==> src/hdl/pwa_pkg.sv <==
`timescale 1ns / 1ps
// ----------------------------------------------------------------------------
// Page walk access package
// Shared types, codes and helpers of the two-level page walk access unit.
// ----------------------------------------------------------------------------
package pwa_pkg;

    // Input actions
    localparam logic [1:0] ACT_READ  = 2'd0;
    localparam logic [1:0] ACT_WRITE = 2'd1;
    localparam logic [1:0] ACT_DATA  = 2'd2;

    // Result kinds
    localparam logic [1:0] KIND_RD    = 2'd0;
    localparam logic [1:0] KIND_WR    = 2'd1;
    localparam logic [1:0] KIND_DONE  = 2'd2;
    localparam logic [1:0] KIND_FAULT = 2'd3;

    // Fault causes
    localparam logic CAUSE_NOT_PRESENT = 1'b0;
    localparam logic CAUSE_WRITE_CROSS = 1'b1;

    // Walk phases
    localparam logic [1:0] PH_IDLE      = 2'd0;
    localparam logic [1:0] PH_WAIT_DIR  = 2'd1;
    localparam logic [1:0] PH_WAIT_TBL  = 2'd2;
    localparam logic [1:0] PH_WAIT_DATA = 2'd3;

    // Configuration register indexes
    localparam logic CFG_PAGING_ON = 1'b0;
    localparam logic CFG_DIR_BASE  = 1'b1;

    localparam int IN_TDATA_W  = 104;
    localparam int OUT_TDATA_W = 72;

    typedef struct packed {
        logic [1:0]  action;
        logic [31:0] virt_addr;
        logic [2:0]  access_bytes;
        logic [31:0] write_value;
        logic [31:0] mem_word;
    } pwa_item_t;

    typedef struct packed {
        logic [1:0]  kind;
        logic [31:0] phys_addr;
        logic [2:0]  phys_bytes;
        logic [31:0] value;
        logic        fault_cause;
    } pwa_result_t;

    // Mask keeping the low n bytes of a word; four or more keeps all.
    function automatic logic [31:0] byte_mask(input logic [2:0] n);
        logic [31:0] m;
        case (n)
            3'd0:    m = 32'h0000_0000;
            3'd1:    m = 32'h0000_00ff;
            3'd2:    m = 32'h0000_ffff;
            3'd3:    m = 32'h00ff_ffff;
            default: m = 32'hffff_ffff;
        endcase
        return m;
    endfunction

endpackage

==> src/hdl/two_level_page_walk_access.sv <==
`timescale 1ns / 1ps
// ----------------------------------------------------------------------------
// Two-level page walk access unit
// Translates virtual reads and writes through a two-level page table when
// paging is on and issues physical requests; returned data words drive the walk forward.
// ----------------------------------------------------------------------------
// Path: an accepted input item is held in the input register; its result item,
// if any, is loaded into the result register once that register is free and
// is then on the result port.
// Throughput: one input item per cycle; the input side stalls only while a
// result item waits in the result register with m_tready low.
// Reset: rst_n clears the walk to idle, paging off and directory base zero.
// ----------------------------------------------------------------------------
module two_level_page_walk_access
(
    input  logic                             clk,
    input  logic                             rst_n,
    // Configuration write channel
    input  logic                             cfg_valid,
    output logic                             cfg_ready,
    input  logic                             cfg_index,
    input  logic [19:0]                      cfg_data,
    // Input items
    input  logic                             s_tvalid,
    output logic                             s_tready,
    // virt_addr[31:0], access_bytes[34:32], write_value[66:35], mem_word[98:67]
    input  logic [pwa_pkg::IN_TDATA_W-1:0]   s_tdata,
    // action[1:0]
    input  logic [1:0]                       s_tuser,
    // Result items
    output logic                             m_tvalid,
    input  logic                             m_tready,
    // phys_addr[31:0], phys_bytes[34:32], value[66:35], fault_cause[67]
    output logic [pwa_pkg::OUT_TDATA_W-1:0]  m_tdata,
    // kind[1:0]
    output logic [1:0]                       m_tuser
);

    logic                 paging_on_reg;
    logic [19:0]          dir_base_reg;
    logic                 in_valid_reg;
    pwa_pkg::pwa_item_t   in_item_reg;
    logic                 out_free;
    logic                 fire;
    logic                 core_valid;
    pwa_pkg::pwa_result_t core_res;
    pwa_pkg::pwa_result_t out_res;

    assign cfg_ready = 1'b1;

    always_ff @(posedge clk or negedge rst_n)
    begin
        if (!rst_n)
        begin
            paging_on_reg <= 1'b0;
            dir_base_reg  <= '0;
        end
        else if (cfg_valid)
        begin
            unique case (cfg_index)
                pwa_pkg::CFG_PAGING_ON: paging_on_reg <= cfg_data[0];
                pwa_pkg::CFG_DIR_BASE:  dir_base_reg  <= cfg_data;
                default:
                begin
                end
            endcase
        end
    end

    // The registered item moves on whenever the result register can take it.
    assign fire     = in_valid_reg && out_free;
    assign s_tready = !in_valid_reg || out_free;

    always_ff @(posedge clk or negedge rst_n)
    begin
        if (!rst_n)
            in_valid_reg <= 1'b0;
        else if (s_tready)
            in_valid_reg <= s_tvalid;
    end

    always_ff @(posedge clk)
    begin
        if (s_tvalid && s_tready)
        begin
            in_item_reg.action       <= s_tuser;
            in_item_reg.virt_addr    <= s_tdata[31:0];
            in_item_reg.access_bytes <= s_tdata[34:32];
            in_item_reg.write_value  <= s_tdata[66:35];
            in_item_reg.mem_word     <= s_tdata[98:67];
        end
    end

    pwa_core u_core
    (
        .clk            (clk),
        .rst_n          (rst_n),
        .fire           (fire),
        .item           (in_item_reg),
        .paging_on      (paging_on_reg),
        .dir_base_frame (dir_base_reg),
        .res_valid      (core_valid),
        .res            (core_res)
    );

    pwa_out_reg u_out_reg
    (
        .clk      (clk),
        .rst_n    (rst_n),
        .load     (fire),
        .in_valid (core_valid),
        .in_res   (core_res),
        .free     (out_free),
        .ready    (m_tready),
        .valid    (m_tvalid),
        .res      (out_res)
    );

    assign m_tuser = out_res.kind;
    assign m_tdata = {4'd0, out_res.fault_cause, out_res.value,
                      out_res.phys_bytes, out_res.phys_addr};

endmodule

==> src/hdl/pwa_core.sv <==
`timescale 1ns / 1ps
// ----------------------------------------------------------------------------
// Page walk access core
// Holds the walk state and turns one registered item into at most one result.
// ----------------------------------------------------------------------------
module pwa_core
(
    input  logic                 clk,
    input  logic                 rst_n,
    input  logic                 fire,
    input  pwa_pkg::pwa_item_t   item,
    input  logic                 paging_on,
    input  logic [19:0]          dir_base_frame,
    output logic                 res_valid,
    output pwa_pkg::pwa_result_t res
);

    logic [1:0]  phase_reg,      phase_next;
    logic [31:0] vaddr_reg,      vaddr_next;
    logic [2:0]  bytes_reg,      bytes_next;
    logic [31:0] wdata_reg,      wdata_next;
    logic        write_reg,      write_next;
    logic        second_reg,     second_next;
    logic [2:0]  low_bytes_reg,  low_bytes_next;
    logic [31:0] low_data_reg,   low_data_next;

    always_comb
    begin
        logic [2:0]  nb;
        logic [12:0] end_off;
        logic [12:0] to_page_end;
        logic        do_begin;
        logic        do_issue;
        logic [31:0] part_va;
        logic [2:0]  part_len;
        logic [31:0] issue_pa;
        logic [31:0] cur_va;
        logic [2:0]  cur_len;
        logic [31:0] d;

        phase_next     = phase_reg;
        vaddr_next     = vaddr_reg;
        bytes_next     = bytes_reg;
        wdata_next     = wdata_reg;
        write_next     = write_reg;
        second_next    = second_reg;
        low_bytes_next = low_bytes_reg;
        low_data_next  = low_data_reg;
        res_valid      = 1'b0;
        res            = '0;
        do_begin       = 1'b0;
        do_issue       = 1'b0;
        part_va        = vaddr_reg;
        part_len       = bytes_reg;
        issue_pa       = '0;

        // Address and length of the part in flight.
        cur_va  = second_reg ? vaddr_reg + {29'd0, low_bytes_reg} : vaddr_reg;
        if (low_bytes_reg == 3'd0)
            cur_len = bytes_reg;
        else
            cur_len = second_reg ? bytes_reg - low_bytes_reg : low_bytes_reg;

        nb = item.access_bytes;
        if (nb == 3'd0)
            nb = 3'd1;
        else if (nb > 3'd4)
            nb = 3'd4;
        end_off     = {1'b0, item.virt_addr[11:0]} + {10'd0, nb} - 13'd1;
        to_page_end = 13'h1000 - {1'b0, item.virt_addr[11:0]};
        d           = item.mem_word & pwa_pkg::byte_mask(cur_len);

        unique case (item.action) inside
            pwa_pkg::ACT_READ, pwa_pkg::ACT_WRITE:
            begin
                if (phase_reg == pwa_pkg::PH_IDLE)
                begin
                    vaddr_next     = item.virt_addr;
                    bytes_next     = nb;
                    wdata_next     = item.write_value;
                    write_next     = item.action[0];
                    second_next    = 1'b0;
                    low_bytes_next = 3'd0;
                    low_data_next  = '0;
                    part_va        = item.virt_addr;
                    part_len       = nb;
                    if (end_off[12] && item.action[0])
                    begin
                        res_valid       = 1'b1;
                        res.kind        = pwa_pkg::KIND_FAULT;
                        res.fault_cause = pwa_pkg::CAUSE_WRITE_CROSS;
                    end
                    else
                    begin
                        if (end_off[12])
                        begin
                            // A read crossing a page starts with the low part.
                            low_bytes_next = to_page_end[2:0];
                            part_len       = to_page_end[2:0];
                        end
                        do_begin = 1'b1;
                    end
                end
            end
            pwa_pkg::ACT_DATA:
            begin
                unique case (phase_reg)
                    pwa_pkg::PH_WAIT_DIR:
                    begin
                        res_valid      = 1'b1;
                        res.kind       = pwa_pkg::KIND_RD;
                        res.phys_addr  = {item.mem_word[31:12], 12'd0}
                                       + {20'd0, cur_va[21:12], 2'd0};
                        res.phys_bytes = 3'd4;
                        phase_next     = pwa_pkg::PH_WAIT_TBL;
                    end
                    pwa_pkg::PH_WAIT_TBL:
                    begin
                        if (!item.mem_word[0])
                        begin
                            res_valid       = 1'b1;
                            res.kind        = pwa_pkg::KIND_FAULT;
                            res.fault_cause = pwa_pkg::CAUSE_NOT_PRESENT;
                            phase_next      = pwa_pkg::PH_IDLE;
                        end
                        else
                        begin
                            do_issue = 1'b1;
                            issue_pa = {item.mem_word[31:12], cur_va[11:0]};
                            part_len = cur_len;
                        end
                    end
                    pwa_pkg::PH_WAIT_DATA:
                    begin
                        if (low_bytes_reg != 3'd0 && !second_reg)
                        begin
                            low_data_next = d;
                            second_next   = 1'b1;
                            part_va       = vaddr_reg + {29'd0, low_bytes_reg};
                            part_len      = bytes_reg - low_bytes_reg;
                            do_begin      = 1'b1;
                        end
                        else
                        begin
                            if (low_bytes_reg != 3'd0)
                                d = (d << {low_bytes_reg[1:0], 3'd0}) | low_data_reg;
                            res_valid  = 1'b1;
                            res.kind   = pwa_pkg::KIND_DONE;
                            res.value  = d;
                            phase_next = pwa_pkg::PH_IDLE;
                        end
                    end
                    default:
                    begin
                    end
                endcase
            end
            default:
            begin
            end
        endcase

        if (do_begin)
        begin
            if (paging_on)
            begin
                res_valid      = 1'b1;
                res.kind       = pwa_pkg::KIND_RD;
                res.phys_addr  = {dir_base_frame, 12'd0} + {20'd0, part_va[31:22], 2'd0};
                res.phys_bytes = 3'd4;
                phase_next     = pwa_pkg::PH_WAIT_DIR;
            end
            else
            begin
                do_issue = 1'b1;
                issue_pa = part_va;
            end
        end

        if (do_issue)
        begin
            res_valid     = 1'b1;
            res.phys_addr = issue_pa;
            if (write_next)
            begin
                res.kind       = pwa_pkg::KIND_WR;
                res.phys_bytes = bytes_next;
                res.value      = wdata_next & pwa_pkg::byte_mask(bytes_next);
                phase_next     = pwa_pkg::PH_IDLE;
            end
            else
            begin
                res.kind       = pwa_pkg::KIND_RD;
                res.phys_bytes = part_len;
                phase_next     = pwa_pkg::PH_WAIT_DATA;
            end
        end
    end

    always_ff @(posedge clk or negedge rst_n)
    begin
        if (!rst_n)
        begin
            phase_reg     <= pwa_pkg::PH_IDLE;
            vaddr_reg     <= '0;
            bytes_reg     <= '0;
            wdata_reg     <= '0;
            write_reg     <= 1'b0;
            second_reg    <= 1'b0;
            low_bytes_reg <= '0;
            low_data_reg  <= '0;
        end
        else if (fire)
        begin
            phase_reg     <= phase_next;
            vaddr_reg     <= vaddr_next;
            bytes_reg     <= bytes_next;
            wdata_reg     <= wdata_next;
            write_reg     <= write_next;
            second_reg    <= second_next;
            low_bytes_reg <= low_bytes_next;
            low_data_reg  <= low_data_next;
        end
    end

endmodule

==> src/hdl/pwa_out_reg.sv <==
`timescale 1ns / 1ps
// ----------------------------------------------------------------------------
// Page walk access result register
// Holds one result item until the downstream side takes it.
// ----------------------------------------------------------------------------
module pwa_out_reg
(
    input  logic                 clk,
    input  logic                 rst_n,
    input  logic                 load,
    input  logic                 in_valid,
    input  pwa_pkg::pwa_result_t in_res,
    output logic                 free,
    input  logic                 ready,
    output logic                 valid,
    output pwa_pkg::pwa_result_t res
);

    logic                 valid_reg;
    pwa_pkg::pwa_result_t res_reg;

    assign free  = !valid_reg || ready;
    assign valid = valid_reg;
    assign res   = res_reg;

    always_ff @(posedge clk or negedge rst_n)
    begin
        if (!rst_n)
            valid_reg <= 1'b0;
        else if (free)
            valid_reg <= load && in_valid;
    end

    always_ff @(posedge clk)
    begin
        if (free && load && in_valid)
            res_reg <= in_res;
    end

endmodule
==> config.mk <==
export PLATFORM = sky130hd
export DESIGN_NAME = two_level_page_walk_access
export DESIGN_NICKNAME = d
export VERILOG_FILES = /design/src/hdl/pwa_pkg.sv /design/src/hdl/two_level_page_walk_access.sv /design/src/hdl/pwa_core.sv /design/src/hdl/pwa_out_reg.sv
export SDC_FILE = /design/constraint.sdc
export NUM_CORES = 1
export LEC_CHECK = 0
export BUFFER_PORTS_ARGS = -buffer_cell sky130_fd_sc_hd__buf_2
export CAP_MARGIN = 20
export CORE_MARGIN = 8
export CORE_UTILIZATION = 45
export DETAILED_ROUTE_END_ITERATION = 12
export PLACE_DENSITY = 0.65
export SLEW_MARGIN = 30
export SYNTH_ARGS = -nofsm -noshare
export SYNTH_HDL_FRONTEND = slang
export SYNTH_SLANG_ARGS = --single-unit
==> constraint.sdc <==
create_clock -name clk -period 5.24 [get_ports clk]
set_input_delay 0.262 -clock clk [delete_from_list [all_inputs] [get_ports clk]]
set_output_delay 0.262 -clock clk [all_outputs]
set_load 0.01 [all_outputs]
### Word-level counts from Yosys, hierarchy flattened

Cells that the tools add are included.

| storage, ports and cells | value |
|---|---|
| output and inout bits | 77 |
| bits of input ports | 132 |
| bits in registers | 300 |

| cells by class | value |
|---|---|
| bitwise gates (word level) | 4 |
| reductions and logical operators | 26 |
| $lt $le $gt $ge | 1 |
| shift operators | 1 |
| eq/ne operators | 14 |
| $add $sub $neg | 7 |
| muxes and demuxes | 85 |

Operators by type and width:

| kind | count |
|---|---|
| 32-bit 2-to-1 mux | 19 |
| 32-bit case mux with 4 select lines | 2 |
| 32-bit case mux with 2 select lines | 2 |
| 37-bit 2-to-1 mux | 2 |
| 69-bit 2-to-1 mux | 1 |
| 67-bit 2-to-1 mux | 1 |
| 32-bit by 12-bit adder with 32-bit output | 2 |
| 32-bit AND | 2 |
| 3-bit 2-to-1 mux | 14 |
| 35-bit 2-to-1 mux | 1 |
| 32-bit by 3-bit adder with 32-bit output | 1 |
| 32-bit OR | 1 |
| 32-bit by 5-bit left shift with 32-bit output | 1 |
| 1-bit 2-to-1 mux | 22 |
| 2-bit 2-to-1 mux | 11 |
| 22-bit 2-to-1 mux | 1 |
| 12-bit by 3-bit adder with 13-bit output | 1 |
| 13-bit by 1-bit subtractor with 13-bit output, second input constant | 1 |
| 3-bit by 2-bit equality test with 1-bit output, second input constant | 4 |
| 3-bit logical NOT | 4 |
| 3-bit case mux with 2 select lines | 2 |
| 2-bit case mux with 2 select lines | 2 |
| 1-bit logical AND | 7 |
| 2-bit equality test, second input constant | 3 |
| 20 further kinds | 31 |

### Logic depth before layout (Yosys ltp)

Gate-level depths: netlist of the first run.

| depth | value |
|---|---|
| depth in word-level cells | 15 |
| gate-level depth with buffers | 13 |
| mapped depth without buffers | 12 |

### Hierarchy

From an unflattened synthesis of the first run, not the netlist that was laid out.

| second synthesis, totals | value |
|---|---|
| cell total of the unflattened synthesis | 1,463 |
| area total of the unflattened synthesis | 15,407.3 sq um |

Modules (own cells, without submodules):

| module | area an instance (sq um) | cells each | times used |
|---|---|---|---|
| pwa_core | 9,245.1 | 1,229 | 1 |
| two_level_page_walk_access | 4,000.1 | 159 | 1 |
| pwa_out_reg | 2,162.1 | 75 | 1 |

### Worst setup path before layout of the first run

No wires, ideal clock.

| timing path | value |
|---|---|
| path type | register to register |
| from | register u_core.phase_reg[1] |
| to | register u_out_reg.res_reg (netlist bit u_out_reg.res[0]) (enable) |
| arrival time | 4.467 ns |
| setup slack | 0.275 ns |
| period minus slack after synthesis | 4.965 ns |
| setup time | 0.498 ns |
| cell stages (with the launch flop) | 8 |
| path buffers | 4 |
| path through | dfrtp_1 > buf_2 > nor3_2 > buf_2 > buf_2 > buf_2 > nor2_1 > nor2_1 |

| between the ends | value |
|---|---|
| longest elaborated chain between the ends | 7 |
| elaborated cells between the ends (all ways) | 18 |
| those cells by class | eq/ne (3); mux (13); reduce/logical (2) |

RTL lines:

| element | RTL line | RTL |
|---|---|---|
| from (decl) | pwa_core.sv:18 | `logic [1:0] phase_reg, phase_next;` |
| from (signal assigned) | pwa_core.sv:204 | `phase_reg <= pwa_pkg::PH_IDLE;` |
| from (signal assigned) | pwa_core.sv:215 | `phase_reg <= phase_next;` |
| 2-bit equality test, or another cell as far along | -- |  |
| 1-bit case mux with 3 select lines, or another cell as far along | pwa_core.sv:107 | `unique case (phase_reg)` |
| 1-bit case mux with 2 select lines or 1-bit 2-to-1 mux (tied branches) | pwa_core.sv:73 | `unique case (item.action) inside` |
| 1-bit 2-to-1 mux | pwa_core.sv:165 | `if (paging_on)` |
| 1-bit 2-to-1 mux | pwa_core.sv:163 | `if (do_begin)` |
| 1-bit 2-to-1 mux (*) | pwa_core.sv:180 | `if (do_issue)` |
| 1-bit logical AND (*) | pwa_out_reg.sv:36 | `if (free && load && in_valid)` |
| to (signal assigned) | pwa_out_reg.sv:37 | `res_reg <= in_res;` |
| to (decl) | pwa_out_reg.sv:20 | `pwa_pkg::pwa_result_t res_reg;` |

Every way passes the cells marked *; elsewhere a longest branch is shown, timed or not.
A chain may end at the register's enable or synchronous reset.

==> reports/results.txt, run 1 <==
status: finished, final reports clean
Cell Chain, Critical Path: inv_1 -> fa_1 -> inv_1 -> o2bb2ai_1 -> o21ai_4 -> nor2_2 -> o22ai_1 -> a211oi_1 -> o32ai_1
overall routing resource usage: 23.5%
CTS max path bufs: 3
max reg flops: 101
Worst-Skew Late Latency: 0.52 ns
clk slew on worst S/H paths: 0.06 ns
hold_ws: 0.0627 ns
combinational power share: 34.4%
sw power: 3.55 mW
total die area: 39100 um^2
Max VDD drop: 0.000255 V
initial antenna violation count: 0
Antenna Violating Nets Remaining: 0
ys async rst share: 43.0%
critical-path maximum fanout: 26
Starting DRT DRC Count: 1297
total number of H-tree levels: 2
placer congestion estimate: 0.910
setup tns final: 0 ns
Routed WL per cell: 22.2 um
delay-heaviest family, CP: compound AO/OA/AOI/OAI gates
Peak Freq: 0.280 GHz
Buffers & Inverters on Critical Path: 2
Rows: 66
critical path depth: 9
core area: 32500 um^2
PwrDens: 504 nW/um^2
Initial Utilization: 45.7%
r2r endpoint: u_out_reg.res[12]
Slew headroom: 28.9%
root buffer cell: clkbuf_16
Hold WC Path Type: in -> reg
CP required: 5.47 ns
EDFF count, synth: 171
register share of total power: 38.9%
Slew Viols, Final: 0
startpoint types: register
Vias: 12100
slowest stage delay, CP: 0.72 ns
FF-to-FF path depth: 9
Synth Area per Inst: 11.1 um^2
Clock Skew: 0.0144 ns
share of cells above drive strength 1: 21.3%
post-synthesis cell count: 1344
Detailed Route WL: 46500 um
Syn. warnings: 0
Post-Syn Area: 14900 um^2
RSZ-0062 raised after global routing: false
Max-Cap Viols: 0
nets@finish: 1777
pin count of the biggest net entering global routing: 81
# DRC: 0
Final period util: 68.1%
die width: 198 um
clock share of power: 26.7%
r2r setup slk: 1.67 ns
leakage power: 7.62 nW
input/output buffers: 198
TritonCTS clock tree: built
reg2reg start: u_core.low_bytes_reg[1]
Pint: 5.79 mW
DP HPWL: 32100 um
Netlist cell types: 89
die height: 198 um
total CTS buffers: 34
crit path time final: 3.57 ns
vias in the first global route: 12000
Antenna Cells: 0
WP data arrival: 3.80 ns
Final setup viols: 0
switch share: 38.0%
CTS Sinks: 300
Setup crit end: u_out_reg.res[12]
synth-to-layout area growth: 24.9%
TritonRoute pass-1 iters: 7
first-pass GRT wire length: 71800 um
Worst path slowest cell: dfrtp_2
Post-synth top flop: edfxtp_1
CP endpoint kind: register
number of buffers added for setup after CTS: 0
grt total ovfl: 0
Ports: 209
Final Hold Vio Count: 0
#FFs+latches synth: 300
worst setup path class: reg -> reg
Worst-Margin Slew: 1.04 ns
Vias/cell: 5.78
sequential fraction of the synthesis area: 56.3%
Critical Path Start: u_core.low_bytes_reg[1]
crit-path most repeated cell: inv_1
[routing by layer]
| metal | track usage, % | vias to the layer above | part of all wire (%) |
|---|---|---|---|
| met5 | 0 | - | 0 |
| li1 | - | 5573 | - |
| met4 | 7.49 | 0 | 2.9 |
| met3 | 4.40 | 81 | 8.8 |
| met2 | 35.1 | 593 | 44 |
| met1 | 34.3 | 5852 | 44 |
[per-stage QoR]
stage | setup WS (ns) | power (mW) | instance area (um^2) | util [%] | cells
after global routing | 1.42 | 9.85 | 18600 | 57.0 | 2094
final | 1.67 | 9.35 | 18600 | 57.0 | 2094
after global placement | 1.36 | 6.67 | 16100 | 49.5 | 1907
after detailed placement | 1.23 | 6.74 | 16100 | 49.5 | 1907
after floorplan | 0.275 | 5.84 | 14900 | - | 1347
after CTS | 1.19 | 9.32 | 18500 | 56.9 | 2092
[worst register-to-register path: stages, from the launching register on]
cell       delay, ns
dfrtp_2         0.72
inv_1           0.17
fa_1            0.49
inv_1           0.11
o2bb2ai_1       0.21
o21ai_4         0.25
nor2_2          0.57
o22ai_1         0.31
a211oi_1        0.32
o32ai_1         0.12
[what timing repair did]
item	4_1_cts	5_1_grt
hold buffers	123	0
gates resized for setup	0	0
endpoints found under the hold margin	183	0
[logic make-up (layout without fill, tap and decap cells)]
group | after synthesis | count (layout) | synth area share, %
buffers and inverters | 125 | 430 | 4.01
AOI/OAI and AO/OA | 333 | 333 | 16.4
xor gates and xnor gates | 24 | 24 | 1.41
adders and majority gates | 19 | 19 | 1.70
DFF | 300 | 300 | 56.3
muxes | 68 | 68 | 4.83
and+or+nand+nor | 473 | 473 | 15.3
other | 2 | 5 | 0.0505
[cell usage in the layout, fill, tap and decap left out, drive strengths merged, types with 17 or more instances in the layout]
master,netlist,routed
a22o,31,31
a211oi,27,27
nand3,24,24
mux2,27,27
o21ai,55,55
o32ai,19,19
edfxtp,171,171
ha,17,17
nand2,256,256
nor2,66,66
dfrtp,129,129
a21oi,60,60
buf,55,220
a221o,20,20
nand4,20,20
o22ai,37,37
clkbuf,45,49
xor2,18,18
inv,25,27
mux2i,41,41
nor3,30,30
dlygate4sd3,0,123
[area by class of cell]
cell class	count	area, um^2
Fill cell	2777	14000
Timing Repair Buffer	343	2400
Sequential cell	300	8360
Multi-Input combinational cell	922	5950
Inverter	25	93.8
Clock buffer	49	1010
Tap cell	442	553
Clock inverter	13	176
[worst min-delay path by stage]
stage               startpoint              end  depth (start not counted)
detailed placement       rst_n  u_out_reg.valid                          1
global route          m_tready  u_out_reg.valid                          3
global placement         rst_n  u_out_reg.valid                          1
finish                m_tready     in_valid_reg                          3
floorplan                rst_n  dir_base_reg[0]                          0
CTS                   m_tready     in_valid_reg                          3
[power by group through the flow]
stage	Sequential [mW]	Clock, mW	Combinational, mW
final	3.63	2.50	3.22
after global routing	3.70	2.63	3.52
after CTS	3.61	2.53	3.17
after detailed placement	3.65	0	3.09
after global placement	3.64	0	3.04
after floorplan	3.43	0	2.41
[synth_stat cells, types with 5 or more instances]
cell      number  area (um^2)
xor2_1        18          158
a221o_1       20          200
nor3_2         5         50.1
dfrtp_1      129         3230
a221oi_2       6         90.1
o32ai_1       19          166
nand2_1      256          961
buf_4         16          120
a211o_1       12          105
clkbuf_1      44          165
nand2b_1       9         56.3
o22ai_1       37          231
nand3_1       21          105
a22o_1        31          272
o211ai_1       8         60.1
o21ai_0       41          205
mux2_2        25          282
xnor2_1        6         52.6
nor3_1        24          120
ha_1          17          213
buf_2         34          170
edfxtp_1     171         5130
a211oi_1      24          180
nor2b_1        7         43.8
mux2i_1       41          410
and2_1         8         50.1
nor2_1        64          240
or2_2          6         37.5
nand4_1       18          113
or3_1         11         68.8
a22oi_1       11         82.6
o31ai_1        6         45.0
a21oi_1       59          295
o21ai_1       12         60.1
inv_1         25         93.8
Power figures use the tool's default switching activity.
==> run 2: changes to the inputs <==
--- a/config.mk
+++ b/config.mk
@@ -5,12 +5,13 @@
 export SDC_FILE = /design/constraint.sdc
 export NUM_CORES = 1
 export LEC_CHECK = 0
+export ABC_AREA = 1
 export BUFFER_PORTS_ARGS = -buffer_cell sky130_fd_sc_hd__buf_2
 export CAP_MARGIN = 20
 export CORE_MARGIN = 8
 export CORE_UTILIZATION = 45
 export DETAILED_ROUTE_END_ITERATION = 12
-export PLACE_DENSITY = 0.65
+export PLACE_DENSITY = 0.62
 export SLEW_MARGIN = 30
 export SYNTH_ARGS = -nofsm -noshare
 export SYNTH_HDL_FRONTEND = slang
==> constraint.sdc (replaced) <==
create_clock -name clk -period 3.7 [get_ports clk]
set_input_delay 0.185 -clock clk [delete_from_list [all_inputs] [get_ports clk]]
set_output_delay 0.185 -clock clk [all_outputs]
set_load 0.01 [all_outputs]
==> reports/results.txt, run 2 <==
area leader, netlist: edfxtp_1
total die area: 42300 um^2
DP HPWL: 38000 um
input/output buffers: 198
most frequent cells in the layout: nand2_1, buf_2, inv_1
Max-Cap Viols: 0
r2r setup slk: 0.37 ns
Worst-Skew Late Latency: 0.55 ns
FF-to-FF path depth: 19
Vias: 14800
vias in the first global route: 14200
placer congestion estimate: 0.943
# DRC: 0
Antenna Violating Nets Remaining: 0
Post-Syn Area: 16200 um^2
Starting DRT DRC Count: 1611
GR Util met1: 36.8%
Final setup viols: 0
core area: 35500 um^2
Syn. warnings: 0
ys async rst share: 43.0%
number of buffers added for setup after CTS: 0
Slew headroom: 39.9%
Synth top area share: 31.7%
Clock Skew: 0.0184 ns
Hold WC Path Type: in -> reg
CTS max path bufs: 3
clk slew on worst S/H paths: 0.06 ns
worst setup path class: reg -> reg
initial antenna violation count: 0
Antenna Cells: 0
setup tns final: 0 ns
r2r endpoint: u_out_reg.res[68]
status: finished, final reports clean
hold_ws: 0.0910 ns
CTS Sinks: 300
Vias/cell: 5.45
top post-synthesis cells by area: edfxtp_1, dfrtp_1, nand2_1
leakage power: 8.92 nW
worst slack at placement: 0.402 ns
sequential fraction of the synthesis area: 51.6%
post-synthesis cell count: 1927
count leader, synth: nand2_1
share of cells above drive strength 1: 16.6%
Final Hold Vio Count: 0
Post-synth top cells: nand2_1, inv_1, edfxtp_1, o21ai_0, nand3_1
commonest non-fill, non-tap cell in the layout: nand2_1
synth-to-layout area growth: 24.0%
Rows: 69
first-pass GRT wire length: 82400 um
PwrDens: 747 nW/um^2
pin count of the biggest net entering global routing: 86
crit path time final: 3.33 ns
#FFs+latches synth: 300
Worst Setup Slack, final: 0.374 ns
Hold Path Sink: u_out_reg.valid
Post-CTS Hold Fix Bufs: 126
Routed WL per cell: 19.9 um
hold path depth: 4
startpoint types: register
Worst-Margin Slew: 0.900 ns
Synth Area per Inst: 8.40 um^2
reg2reg start: in_item_reg[66]
cts repair resizes: 0
CP required: 3.99 ns
nets@finish: 2383
TritonRoute pass-1 iters: 6
CP endpoint kind: register
Detailed Route WL: 54200 um
GR peak layer: met1
Initial Utilization: 45.6%
grt total ovfl: 0
critical-path maximum fanout: 28
Post-synth top flop: edfxtp_1
RSZ-0062 raised after global routing: false
TritonCTS clock tree: built
die width: 206 um
Peak Freq: 0.301 GHz
global-route track usage on met2: 36.8%
Slew Viols, Final: 0
total number of H-tree levels: 2
die height: 206 um
Max VDD drop: 0.000727 V
Netlist cell types: 50
Final period util: 89.9%
overall routing resource usage: 25.2%
root buffer cell: clkbuf_16
max reg flops: 101
Ports: 209
EDFF count, synth: 171
hold path start: m_tready
WP data arrival: 3.62 ns
met3 Track Usage GR: 4.86%
total CTS buffers: 36
-- run 2: cell count changes in the layout (fill, tap and decap cells not counted), moves of 31 or more --
cell     previous run  this run
nand2_1           255       566
inv_1              25       177
o21ai_0            40       171
nand3_1            21       149
mux2i_1            41         3
nand4_1            18        56
a22o_1             31         0
-- run 2: per-stage QoR --
| step | utilization (%) | total power, mW | cell area, um^2 | cells |
|---|---|---|---|---|
| after detailed placement | 49.7 | 11.3 | 17600 | 2529 |
| after floorplan | - | 9.37 | 16200 | 1930 |
| final | 56.6 | 15.0 | 20100 | 2721 |
| after global routing | 56.6 | 16.0 | 20100 | 2721 |
| after CTS | 56.6 | 15.0 | 20100 | 2721 |
| after global placement | 49.7 | 11.2 | 17600 | 2529 |
-- run 2: metal layers --
layer / vias up / part of all wire (%)
met1: 6988 / 46
met5: - / 0
li1: 7086 / -
met4: 0 / 3.0
met3: 89 / 9.1
met2: 663 / 42
-- run 2: cells by family (layout without fill, tap and decap cells) --
kind of cell	count (synthesis)	after routing	synth area share [%]
fa+ha+maj	19	19	1.56
flops	300	300	51.6
other cells	2	5	0.0464
buf+inv	304	634	7.79
mux	19	19	1.30
xor+xnor	17	17	0.919
compound gates	353	353	12.1
simple gates	913	913	24.7
-- run 2: worst max path at each step --
stage,to,slack [ns],startpoint
6_report,u_out_reg.res[68],0.37,in_item_reg[66]
5_1_grt,u_out_reg.res[68],0.05,in_item_reg[66]
4_1_cts,u_out_reg.res[68],0.39,in_item_reg[66]
3_5_place_dp,u_out_reg.res[68],0.40,in_item_reg[66]
3_3_place_gp,u_out_reg.res[41],0.47,in_item_reg[66]
2_1_floorplan,u_out_reg.res[0],0.12,in_item_reg[66]
-- run 2: worst max-delay path, cell delays in order (launching register included) --
cell and delay [ns]:
edfxtp_1 0.39, inv_2 0.07, o21ai_0 0.24, ha_1 0.21
inv_1 0.05, ha_1 0.26, and3_1 0.18, nand2_1 0.06
nand2_1 0.05, nand2_1 0.09, nand2_1 0.07, nand2_1 0.10
nand3_2 0.12, nand2_4 0.12, nand2_4 0.05, buf_4 0.20
nand2_4 0.15, nand2_4 0.22, nand2_2 0.29, o211ai_1 0.13
-- run 2: final cells by class --
| class | instances | area, um^2 |
|---|---|---|
| Clock buffer | 43 | 968 |
| Clock inverter | 23 | 198 |
| Fill cell | 3205 | 15400 |
| Inverter | 206 | 781 |
| Multi-Input combinational cell | 1326 | 6600 |
| Sequential cell | 300 | 8360 |
| Tap cell | 461 | 577 |
| Timing Repair Buffer | 362 | 2590 |
-- run 2: power by group --
part / total [mW] / leakage [nW] / internal [mW] / switching (mW)
clock network: 3.55 / 0.574 / 2.08 / 1.46
registers: 5.09 / 3.29 / 4.50 / 0.583
logic: 6.36 / 5.06 / 1.94 / 4.42
total: 15.0 / 8.92 / 8.53 / 6.46
